**config.mk**
```make
export PLATFORM = sky130hd
export DESIGN_NAME = shell_sort_engine_flat
export DESIGN_NICKNAME = d
export VERILOG_FILES = /design/src/hw/rtl/ssort_pkg.sv /design/src/hw/rtl/ssort_if.sv /design/src/hw/rtl/ssort_ram.sv /design/src/hw/rtl/ssort_seq.sv /design/src/hw/rtl/shell_sort_engine.sv /design/src/flat_wrapper.sv
export SDC_FILE = /design/constraint.sdc
export NUM_CORES = 2
export LEC_CHECK = 0
export BUFFER_PORTS_ARGS = -buffer_cell sky130_fd_sc_hd__clkbuf_2
export CAP_MARGIN = 20
export CORE_MARGIN = 10
export CORE_UTILIZATION = 36
export CTS_CLUSTER_SIZE = 25
export DETAILED_ROUTE_END_ITERATION = 12
export SLEW_MARGIN = 0
export SYNTH_ARGS = -nofsm -noshare
export SYNTH_HDL_FRONTEND = slang
export SYNTH_SLANG_ARGS = --single-unit
```
**constraint.sdc**
```tcl
create_clock -name i_clk -period 10.5 [get_ports i_clk]
set_input_delay 1.05 -clock i_clk [delete_from_list [all_inputs] [get_ports i_clk]]
set_output_delay 1.05 -clock i_clk [all_outputs]
set_load 0.005 [all_outputs]
```
**src/hw/rtl/ssort_pkg.sv**
```systemverilog
// Package for the Shell sort engine: sizes, memory request and emit types.
// Used by the interfaces, the sequencer and the top level; depends on nothing else.
package ssort_pkg;

    localparam int MAX_ELEMENTS = 64;
    localparam int ADDR_W       = $clog2(MAX_ELEMENTS);
    localparam int CNT_W        = ADDR_W + 1;
    localparam int DATA_W       = 32;

    typedef struct packed {
        logic              we;
        logic [ADDR_W-1:0] waddr;
        logic [DATA_W-1:0] wdata;
        logic              re;
        logic [ADDR_W-1:0] raddr_a;
        logic [ADDR_W-1:0] raddr_b;
    } t_ram_req;

    typedef struct packed {
        logic                     valid;
        logic signed [DATA_W-1:0] value;
        logic                     last;
        logic                     drop;
    } t_emit;

endpackage

```
**src/hw/rtl/ssort_if.sv**
```systemverilog
// Valid/ready channel interfaces for input values and sorted results.
// Depends on ssort_pkg for the data width.
interface ssort_in_if;
    logic                              valid;
    logic                              ready;
    logic signed [ssort_pkg::DATA_W-1:0] value;
    logic                              last_in;

    modport source (output valid, output value, output last_in, input ready);
    modport sink   (input valid, input value, input last_in, output ready);
endinterface

interface ssort_out_if;
    logic                              valid;
    logic                              ready;
    logic signed [ssort_pkg::DATA_W-1:0] sorted_value;
    logic                              last_out;
    logic                              dropped;

    modport source (output valid, output sorted_value, output last_out, output dropped,
                    input ready);
    modport sink   (input valid, input sorted_value, input last_out, input dropped,
                    output ready);
endinterface

```
**src/hw/rtl/ssort_ram.sv**
```systemverilog
// Generic memory with one write port and two registered read ports.
// Self-contained; no package needed.
module ssort_ram #(
    parameter int ADDR_W = 6,
    parameter int DATA_W = 32
) (
    input  logic              i_clk,
    input  logic              i_we,
    input  logic [ADDR_W-1:0] i_waddr,
    input  logic [DATA_W-1:0] i_wdata,
    input  logic              i_re,
    input  logic [ADDR_W-1:0] i_raddr_a,
    input  logic [ADDR_W-1:0] i_raddr_b,
    output logic [DATA_W-1:0] o_rdata_a,
    output logic [DATA_W-1:0] o_rdata_b
);

    logic [DATA_W-1:0] mem [2**ADDR_W];

    always_ff @(posedge i_clk) begin
        if (i_we) begin
            mem[i_waddr] <= i_wdata;
        end
    end

    always_ff @(posedge i_clk) begin
        if (i_re) begin
            o_rdata_a <= mem[i_raddr_a];
            o_rdata_b <= mem[i_raddr_b];
        end
    end

endmodule

```
**src/hw/rtl/ssort_seq.sv**
```systemverilog
// Sequencer that loads a set into the memory, runs the Shell sort passes
// and reads the sorted set out. Depends on ssort_pkg and ssort_in_if.
module ssort_seq (
    input  logic                            i_clk,
    input  logic                            i_rst_n,
    ssort_in_if.sink                        i_in,
    output ssort_pkg::t_ram_req             o_ram,
    input  logic [ssort_pkg::DATA_W-1:0]    i_rd_a,
    input  logic [ssort_pkg::DATA_W-1:0]    i_rd_b,
    output ssort_pkg::t_emit                o_emit,
    input  logic                            i_emit_take
);
    import ssort_pkg::*;

    typedef enum logic [2:0] {
        S_LOAD,
        S_RD,
        S_CMP,
        S_WR,
        S_ORD,
        S_OWAIT
    } t_state;

    t_state             r_state, n_state;
    logic [CNT_W-1:0]   r_cnt, n_cnt;
    logic               r_ovf, n_ovf;
    logic [ADDR_W-1:0]  r_gap, n_gap;
    logic [CNT_W-1:0]   r_j, n_j;
    logic [ADDR_W-1:0]  r_i, n_i;
    logic [CNT_W-1:0]   r_k, n_k;
    logic [DATA_W-1:0]  r_hold, n_hold;

    logic               full;
    logic [CNT_W-1:0]   cnt_fin;
    logic [ADDR_W-1:0]  gap_fin;
    logic [ADDR_W-1:0]  gap_half;
    logic [ADDR_W-1:0]  addr_b;
    logic               j_last;
    logic               k_last;
    t_state             adv_state;
    logic [ADDR_W-1:0]  adv_gap;
    logic [CNT_W-1:0]   adv_j;
    logic [ADDR_W-1:0]  adv_i;
    logic [CNT_W-1:0]   adv_k;

    assign full     = (r_cnt == CNT_W'(MAX_ELEMENTS));
    assign cnt_fin  = full ? r_cnt : r_cnt + CNT_W'(1);
    assign gap_fin  = cnt_fin[CNT_W-1:1];
    assign gap_half = r_gap >> 1;
    assign addr_b   = r_i + r_gap;
    assign j_last   = (r_j + CNT_W'(1) == r_cnt);
    assign k_last   = (r_k + CNT_W'(1) == r_cnt);

    // Step to the next element of the pass, or to the next pass, or to read-out.
    always_comb begin
        adv_state = S_RD;
        adv_gap   = r_gap;
        adv_j     = r_j;
        adv_i     = r_i;
        adv_k     = r_k;
        if (!j_last) begin
            adv_j = r_j + CNT_W'(1);
            adv_i = ADDR_W'(r_j + CNT_W'(1) - {1'b0, r_gap});
        end else if (gap_half == '0) begin
            adv_state = S_ORD;
            adv_k     = '0;
        end else begin
            adv_gap = gap_half;
            adv_j   = {1'b0, gap_half};
            adv_i   = '0;
        end
    end

    always_comb begin
        n_state = r_state;
        n_cnt   = r_cnt;
        n_ovf   = r_ovf;
        n_gap   = r_gap;
        n_j     = r_j;
        n_i     = r_i;
        n_k     = r_k;
        n_hold  = r_hold;

        o_ram.we      = 1'b0;
        o_ram.waddr   = r_i;
        o_ram.wdata   = i_in.value;
        o_ram.re      = 1'b0;
        o_ram.raddr_a = r_i;
        o_ram.raddr_b = addr_b;

        i_in.ready    = 1'b0;

        o_emit.valid  = 1'b0;
        o_emit.value  = $signed(i_rd_a);
        o_emit.last   = k_last;
        o_emit.drop   = r_ovf;

        case (r_state)
            S_LOAD: begin
                i_in.ready = 1'b1;
                if (i_in.valid) begin
                    if (!full) begin
                        o_ram.we    = 1'b1;
                        o_ram.waddr = r_cnt[ADDR_W-1:0];
                        n_cnt       = r_cnt + CNT_W'(1);
                    end else begin
                        n_ovf = 1'b1;
                    end
                    if (i_in.last_in) begin
                        n_cnt = cnt_fin;
                        if (gap_fin == '0) begin
                            n_state = S_ORD;
                            n_k     = '0;
                        end else begin
                            n_state = S_RD;
                            n_gap   = gap_fin;
                            n_j     = {1'b0, gap_fin};
                            n_i     = '0;
                        end
                    end
                end
            end
            S_RD: begin
                o_ram.re = 1'b1;
                n_state  = S_CMP;
            end
            S_CMP: begin
                if ($signed(i_rd_a) > $signed(i_rd_b)) begin
                    o_ram.we    = 1'b1;
                    o_ram.waddr = r_i;
                    o_ram.wdata = i_rd_b;
                    n_hold      = i_rd_a;
                    n_state     = S_WR;
                end else begin
                    n_state = adv_state;
                    n_gap   = adv_gap;
                    n_j     = adv_j;
                    n_i     = adv_i;
                    n_k     = adv_k;
                end
            end
            S_WR: begin
                o_ram.we    = 1'b1;
                o_ram.waddr = addr_b;
                o_ram.wdata = r_hold;
                if (r_i < r_gap) begin
                    n_state = adv_state;
                    n_gap   = adv_gap;
                    n_j     = adv_j;
                    n_i     = adv_i;
                    n_k     = adv_k;
                end else begin
                    n_i     = r_i - r_gap;
                    n_state = S_RD;
                end
            end
            S_ORD: begin
                o_ram.re      = 1'b1;
                o_ram.raddr_a = r_k[ADDR_W-1:0];
                n_state       = S_OWAIT;
            end
            S_OWAIT: begin
                o_emit.valid = 1'b1;
                if (i_emit_take) begin
                    if (k_last) begin
                        n_cnt   = '0;
                        n_ovf   = 1'b0;
                        n_state = S_LOAD;
                    end else begin
                        n_k     = r_k + CNT_W'(1);
                        n_state = S_ORD;
                    end
                end
            end
            default: begin
                n_state = S_LOAD;
            end
        endcase
    end

    always_ff @(posedge i_clk) begin
        if (!i_rst_n) begin
            r_state <= S_LOAD;
            r_cnt   <= '0;
            r_ovf   <= 1'b0;
        end else begin
            r_state <= n_state;
            r_cnt   <= n_cnt;
            r_ovf   <= n_ovf;
        end
        r_gap  <= n_gap;
        r_j    <= n_j;
        r_i    <= n_i;
        r_k    <= n_k;
        r_hold <= n_hold;
    end

endmodule

```
**src/hw/rtl/shell_sort_engine.sv**
```systemverilog
// Top level of the Shell sort engine: sequencer, element memory and output register.
// Depends on ssort_pkg, ssort_if, ssort_ram and ssort_seq.
//
// The engine collects up to 64 signed values per set, one transfer per cycle,
// and on the value marked last sorts the set in ascending order with a Shell
// sort whose gap starts at half the count and halves each pass. Values that
// arrive once the set is full are dropped, and every result of that set then
// carries the dropped flag. All work goes through one memory with one write
// port and two registered read ports, so each compare goes through S_RD and
// S_CMP and each swap adds S_WR. No input is taken from the last value of
// a set until the last sorted value has moved into the output register;
// read-out reads each value in S_ORD and offers it in S_OWAIT until the
// output register takes it. A set thus passes through loading, the sort
// passes and read-out. No clearing pass follows reset.
module shell_sort_engine (
    input  logic      i_clk,
    input  logic      i_rst_n,
    ssort_in_if.sink  i_in,
    ssort_out_if.source o_out
);
    import ssort_pkg::*;

    t_ram_req           ram_req;
    logic [DATA_W-1:0]  rd_a;
    logic [DATA_W-1:0]  rd_b;
    t_emit              emit;
    logic               emit_take;

    logic                      r_valid;
    logic signed [DATA_W-1:0]  r_value;
    logic                      r_last;
    logic                      r_drop;

    ssort_seq u_seq (
        .i_clk       (i_clk),
        .i_rst_n     (i_rst_n),
        .i_in        (i_in),
        .o_ram       (ram_req),
        .i_rd_a      (rd_a),
        .i_rd_b      (rd_b),
        .o_emit      (emit),
        .i_emit_take (emit_take)
    );

    ssort_ram #(
        .ADDR_W (ADDR_W),
        .DATA_W (DATA_W)
    ) u_ram (
        .i_clk     (i_clk),
        .i_we      (ram_req.we),
        .i_waddr   (ram_req.waddr),
        .i_wdata   (ram_req.wdata),
        .i_re      (ram_req.re),
        .i_raddr_a (ram_req.raddr_a),
        .i_raddr_b (ram_req.raddr_b),
        .o_rdata_a (rd_a),
        .o_rdata_b (rd_b)
    );

    assign emit_take = emit.valid && (!r_valid || o_out.ready);

    always_ff @(posedge i_clk) begin
        if (!i_rst_n) begin
            r_valid <= 1'b0;
        end else if (emit_take) begin
            r_valid <= 1'b1;
        end else if (o_out.ready) begin
            r_valid <= 1'b0;
        end
        if (emit_take) begin
            r_value <= emit.value;
            r_last  <= emit.last;
            r_drop  <= emit.drop;
        end
    end

    assign o_out.valid        = r_valid;
    assign o_out.sorted_value = r_value;
    assign o_out.last_out     = r_last;
    assign o_out.dropped      = r_drop;

endmodule
```
**src/flat_wrapper.sv**
```systemverilog
// flat-port wrapper written by rule: the top's interface ports become plain ports
module shell_sort_engine_flat import ssort_pkg::*;
  (i_clk, i_rst_n, i_in_valid, i_in_value, i_in_last_in, i_in_ready, o_out_valid, o_out_sorted_value, o_out_last_out, o_out_dropped, o_out_ready);
  ssort_in_if i_in_i ();
  ssort_out_if o_out_i ();
  input  logic i_clk;
  input  logic i_rst_n;
  input wire logic [$bits(i_in_i.valid)-1:0] i_in_valid;
  input wire logic [$bits(i_in_i.value)-1:0] i_in_value;
  input wire logic [$bits(i_in_i.last_in)-1:0] i_in_last_in;
  output wire logic [$bits(i_in_i.ready)-1:0] i_in_ready;
  output wire logic [$bits(o_out_i.valid)-1:0] o_out_valid;
  output wire logic [$bits(o_out_i.sorted_value)-1:0] o_out_sorted_value;
  output wire logic [$bits(o_out_i.last_out)-1:0] o_out_last_out;
  output wire logic [$bits(o_out_i.dropped)-1:0] o_out_dropped;
  input wire logic [$bits(o_out_i.ready)-1:0] o_out_ready;
  assign i_in_i.valid = i_in_valid;
  assign i_in_i.value = i_in_value;
  assign i_in_i.last_in = i_in_last_in;
  assign i_in_ready = i_in_i.ready;
  assign o_out_valid = o_out_i.valid;
  assign o_out_sorted_value = o_out_i.sorted_value;
  assign o_out_last_out = o_out_i.last_out;
  assign o_out_dropped = o_out_i.dropped;
  assign o_out_i.ready = o_out_ready;
  shell_sort_engine u_core (.i_clk(i_clk), .i_rst_n(i_rst_n), .i_in(i_in_i), .o_out(o_out_i));
endmodule
```
==> Yosys cells after proc, flatten, opt, wreduce, memory -nomap -nowiden <==
Memories as Yosys holds them, arrays and structs flattened. A register that Yosys moved wholly into a read port is not among the register bits.
Cells that the tools add are included.
{ "op_classes": {"addsub": 6, "order_cmp": 2, "eq_ne": 19, "mux": 67, "n_reduce_logical": 19} }
{ "op_table": {"columns": ["op", "count"], "rows": [
  ["$mux W7", 22],
  ["$mux W6", 15],
  ["$pmux W32 S2", 1],
  ["$pmux W7 S3", 2],
  ["$mux W39", 1],
  ["$pmux W6 S3", 2],
  ["$gt A32 B32 Y1", 1],
  ["$pmux W7 S4", 1],
  ["$mux W3", 9],
  ["$add A7 B1 Y7 const B", 3],
  ["$ne A2 B2 Y1 const B", 10],
  ["$pmux W3 S6", 1],
  ["$reduce_and A5 Y1", 3],
  ["$eq A7 B7 Y1", 2],
  ["$pmux W7 S2", 1],
  ["$logic_not A6 Y1", 2],
  ["$sub A6 B6 Y6", 2],
  ["$mux W1", 11],
  ["$reduce_and A8 Y1", 1],
  ["$eq A7 B7 Y1 const B", 1],
  ["$add A6 B6 Y6", 1],
  ["$eq A3 B2 Y1 const B", 2],
  ["$eq A3 B3 Y1 const B", 2],
  ["$lt A6 B6 Y1", 1],
  ["15 further kinds", 16]
]} }
{ "totals": {"regBits": 104, "ram_bits": 2048, "inputBits": 37, "output_inout_bits": 36, "word_cells": 127, "memories": 1} }
{ "memory_table": {"columns": ["name", "depth", "width", "read_ports", "rd_clocked_by_memory_dff", "write_ports", "line_no", "rtl"], "rows": [
  ["u_core.u_ram.mem", 64, 32, 2, 2, 1, "ssort_ram.sv:18", "logic [DATA_W-1:0] mem [2**ADDR_W];"]
]} }

==> Longest topological paths before layout <==
{ "depth": {"ltp_word": 7, "depth_mapped": 14, "depth_no_buf": 11} }

==> Hierarchy <==
From an unflattened synthesis, not the netlist that was laid out.
{ "unflattened": {"cells_unflattened": 5099, "area_unflattened_um2": 103277.8} }
{ "by_module_without_submodules": {"columns": ["module", "instances", "cells_each", "area_each_um2", "seq_area_each_um2"], "rows": [
  ["ssort_ram", 1, 4409, 96356.2, 63420.8],
  ["ssort_seq", 1, 652, 5853.1, 1961.9],
  ["shell_sort_engine", 1, 38, 1068.5, 1041.0]
]} }

==> Least setup slack after synthesis <==
No wires, ideal clock.
{ "synth_path": {"path_kind": "reg-to-reg", "start": "register u_core.u_seq.r_i[0]", "end": "memory u_core.u_ram.mem[2][0], enable pin", "arrival_time_ns": 8.023, "slack_ns": 1.882, "stages_incl_launch_ff": 14, "n_path_buf": 6, "period_less_slack_ns": 8.618, "cell_sequence": "edfxtp_1 > clkbuf_1 > clkbuf_1 > buf_1 > inv_1 > ha_1 > clkbuf_1 > buf_1 > nor2_1 > a221oi_1 > and3_1 > clkbuf_1 > nand2_1 > a2111oi_0"} }
{ "synth_via": {"elab_chain_len": 3, "elab_cells_between_ends": 5, "cone_classes": "1 x add/sub; 4 x mux"} }
{ "synth_lines": {"columns": ["element", "line_no", "rtl"], "rows": [
  ["start, declared", "ssort_seq.sv:29", "logic [ADDR_W-1:0] r_i, n_i;"],
  ["start signal, assigned", "ssort_seq.sv:193", "r_i <= n_i;"],
  ["branches (longest 2 deep; another with $add A6 B6 Y6)", null, null],
  ["$pmux W7 S3 *", "ssort_seq.sv:98", "case (r_state)"],
  ["end, declared", "ssort_ram.sv:18", null]
]} }
Every way passes the cells marked *.

==> Worst setup path in the final report <==
{ "layout_path": {"start": "register u_core.u_seq.r_gap[0]", "end": "register u_core.u_ram.o_rdata_b[0], read port of u_core.u_ram.mem (data pin)"} }
{ "layout_via": {"elab_chain_len": 1} }
{ "layout_lines": {"columns": ["element", "line_no", "rtl"], "rows": [
  ["start, declared", "ssort_seq.sv:27", "logic [ADDR_W-1:0] r_gap, n_gap;"],
  ["start signal, assigned", "ssort_seq.sv:191", "r_gap <= n_gap;"],
  ["$add A6 B6 Y6", "ssort_seq.sv:50", "assign addr_b = r_i + r_gap;"],
  ["end, declared", "ssort_ram.sv:15", "output logic [DATA_W-1:0] o_rdata_b"]
]} }
Every way passes these cells.
A chain may end at the register's enable or synchronous reset.

==> summary.md <==
| Metric | Value |
|---|---|
| Setup crit start kind | flop |
| PostCTS Resize Cnt | 0 |
| Initial antenna violation count | 34 |
| Fmax | 163 MHz |
| Total power | 41.2 mW |
| Global-route wire length before repair | 538,000 um |
| Hold Crit Start | u_core.u_seq.r_ovf |
| Area growth syn-to-layout | 11.9% |
| Vias/cell | 6.46 |
| Placer Congestion | 0.855 |
| Initial Util | 36.2% |
| Slew headroom | 12.5% |
| Fillers | 26.9k |
| Slew Viols, Final | 0 |
| Clk_lat worst skew | 0.91 ns |
| #FFs+latches synth | 2,216 |
| Crit path max fanout | 113 |
| Unrepaired setup endpoints after global routing | false |
| Vias | 75.9k |
| Hold Buf Count CTS | 0 |
| Mapped cell area | 0.108 mm2 |
| Wire per inst | 32.4 um |
| IO Pins | 73 |
| Most frequent cells in the layout | edfxtp_1 (2,204), nand2_1 (1,506), mux4_2 (642) |
| Post-synth EDFFs | 2,204 |
| Final Hold Violating Endpoints | 0 |
| Syn Nets | 7,892 |
| NumNets Final | 7,710 |
| Mapped Cells | 7,800 |
| Die footprint | 0.322 mm2 |
| Syn Area/Cell | 13.8 um2 |
| Kind of critical path | flop to flop |
| Slew @ Worst Pin | 1.31 ns |
| Post CTS Setup Buffer Count | 0 |
| Worst Setup SP | u_core.u_seq.r_gap[0] |
| Post-synth cell types | 76 |
| Setup Skew | 0.0894 ns |
| Setup ws final | 4.37 ns |
| Critical Path AT | 6.71 ns |
| Total global-route track usage | 22.5% |
| Total gr overflow | 0 |
| FFs w/ async S/R, synth | 0% |
| DIE WIDTH | 567 um |
| Clock sinks | 2,216 |
| H-tree depth | 4 |
| Final setup fails | 0 |
| Share of the synthesized area in the top cell type | 61.4% |
| Starting DRT DRC Count | 12.6k |
| LEAKAGE | 39.2 nW |
| VDD IR max | 0.304 mV |
| Ys flop type | edfxtp_1 |
| Vias in the first global route | 73.4k |
| Dpl hpwl | 208,000 um |
| Total Wirelength | 381,000 um |
| Sequential share of the synthesized area | 61.6% |
| Layout cells sized above 1 | 17.7% |
| Status | finished, final reports clean |
| IO Port Bufs | 72 |
| Maximum root-to-sink buffer count | 4 |
| Data required time of the worst path | 11.07 ns |
| DRT Pass-1 Iters | 6 |
| Power per cell area | 341 mW/mm2 |
| Max-cap check violation count | 0 |
| Post-DRT Antenna Nets | 0 |
| Tmin final | 6.13 ns |
| Row Count | 200 |
| Clock Root Buffer | clkbuf_16 |
| TritonCTS Buffers | 226 |
| Die Y | 567 um |
| Setup TNS | 0 ns |
| Area leader, netlist | edfxtp_1 |
| Yosys warns | 0 |
| Synth area leaders | edfxtp_1 (61%), mux4_2 (13%), nand2_1 (5.3%), a211oi_1 (3.9%), nand3_1 (2.4%) |
| CTS tree | done |
| Worst hold path type | flop to flop |
| Worst setup EP type | flop |
| Dpl ws | 4.61 ns |
| Final period util | 58.4% |
| Largest net degree at the start of global routing | 161 |
| Core Area | 0.298 mm2 |
| Clk slew on worst S/H paths | 0.06 ns |
| # DRC | 0 |
| FF-to-FF Start | u_core.u_seq.r_gap[0] |
| Most common cell after layout, fill and taps aside | edfxtp_1 |
synthesized netlist by cell type (6+ instances only):
library cell	instances
nand2_1	1511
clkbuf_1	452
a2111oi_0	15
o211ai_1	7
buf_1	80
xnor2_1	26
a2111o_1	31
o2111ai_1	8
mux2i_1	153
inv_1	308
nor3_1	15
mux2_2	10
a211oi_1	566
or4_1	25
nand4b_1	32
o22ai_1	107
a31oi_1	209
nand3_1	525
buf_2	161
xor2_1	10
nor2_1	46
ha_1	52
o21ai_0	50
nor2b_1	10
edfxtp_1	2204
a21o_1	12
and3_1	45
a21boi_0	6
a311oi_1	272
a21oi_1	73
or3_1	12
mux4_2	642
dfxtp_1	12
nand4_1	16
final cells by class:
| type | count | area [um2] | share of cell area [%] |
|---|---|---|---|
| antenna | 12 | 30.0 | 0.0249 |
| inverter | 308 | 1160 | 0.958 |
| tap | 3939 | 4930 | 4.08 |
| clock inverter | 131 | 1240 | 1.03 |
| timing repair buffer | 288 | 2480 | 2.06 |
| sequential | 2216 | 66400 | 55.0 |
| multi-input combinational | 4578 | 38500 | 31.9 |
| clock buffer | 274 | 5940 | 4.92 |
cells by family after synthesis:
| kind of cell | after synthesis | share of synthesized area [%] |
|---|---|---|
| AO/OA/AOI/OAI | 1406 | 9.63 |
| XOR/XNOR | 39 | 0.355 |
| adder cells (fa/ha/maj) | 55 | 0.659 |
| buffers and inverters | 1006 | 3.71 |
| flip-flops | 2216 | 61.6 |
| multiplexers | 808 | 15.0 |
| AND/OR/NAND/NOR | 2270 | 9.07 |
sequential cells by signal (all words and copies together), names as in the netlist:
register	count
u_core.u_ram.mem	2048
u_core.o_out.sorted_value	32
u_core.u_ram.o_rdata_a	32
u_core.u_ram.o_rdata_b	32
u_core.u_seq.r_hold	32
u_core.u_seq.r_cnt	7
u_core.u_seq.r_j	7
u_core.u_seq.r_k	7
u_core.u_seq.r_gap	6
u_core.u_seq.r_i	6
u_core.u_seq.r_state	3
u_core.o_out.dropped	1
u_core.o_out.last_out	1
u_core.o_out.valid	1
u_core.u_seq.r_ovf	1
per-layer routing:
metal	GRT usage [%]	wire length [um]	vias to the layer above
met5	0	117	-
met4	10.7	20200	16
met3	5.51	48600	1132
met2	34.8	172000	5588
met1	29.9	140000	38600
li1	-	-	30500
critical path, cell delays in order, from the launching register on:
cell	delay [ns]
edfxtp_1	0.48
ha_1	0.28
fa_4	1.19
buf_12	0.70
buf_4	0.93
mux4_2	0.43
mux4_2	0.50
mux2i_1	0.91
mux2i_1	0.32
where the power goes:
group / leakage (nW) / switching [mW] / total (mW) / internal (mW)
Combinational: 15.9 / 13.7 / 20.5 / 6.80
Clock: 3.51 / 3.45 / 8.05 / 4.60
Sequential: 19.8 / 0.540 / 12.7 / 12.2
final timing paths:
check	endpoint	slack (ns)	cells after the start
worst max register to register	u_core.u_ram.o_rdata_b[0]	4.37	8
worst max-delay path	u_core.u_ram.o_rdata_b[0]	4.37	8
worst min register to register	u_core.o_out.dropped	0.46	0
worst min-delay path	u_core.o_out.dropped	0.46	0
stage by stage:
step                cells  cell area (um2)  hold slack, ns  util [%]
CTS                 11700           121000           0.460      40.5
global placement    11300           113000           0.426      38.1
detailed placement  11300           113000           0.442      38.1
floorplan            7800           108000           0.409         -
global route        11700           121000           0.476      40.6
finish              11700           121000           0.455      40.6
Note: power is estimated with default switching activity, not from simulation.
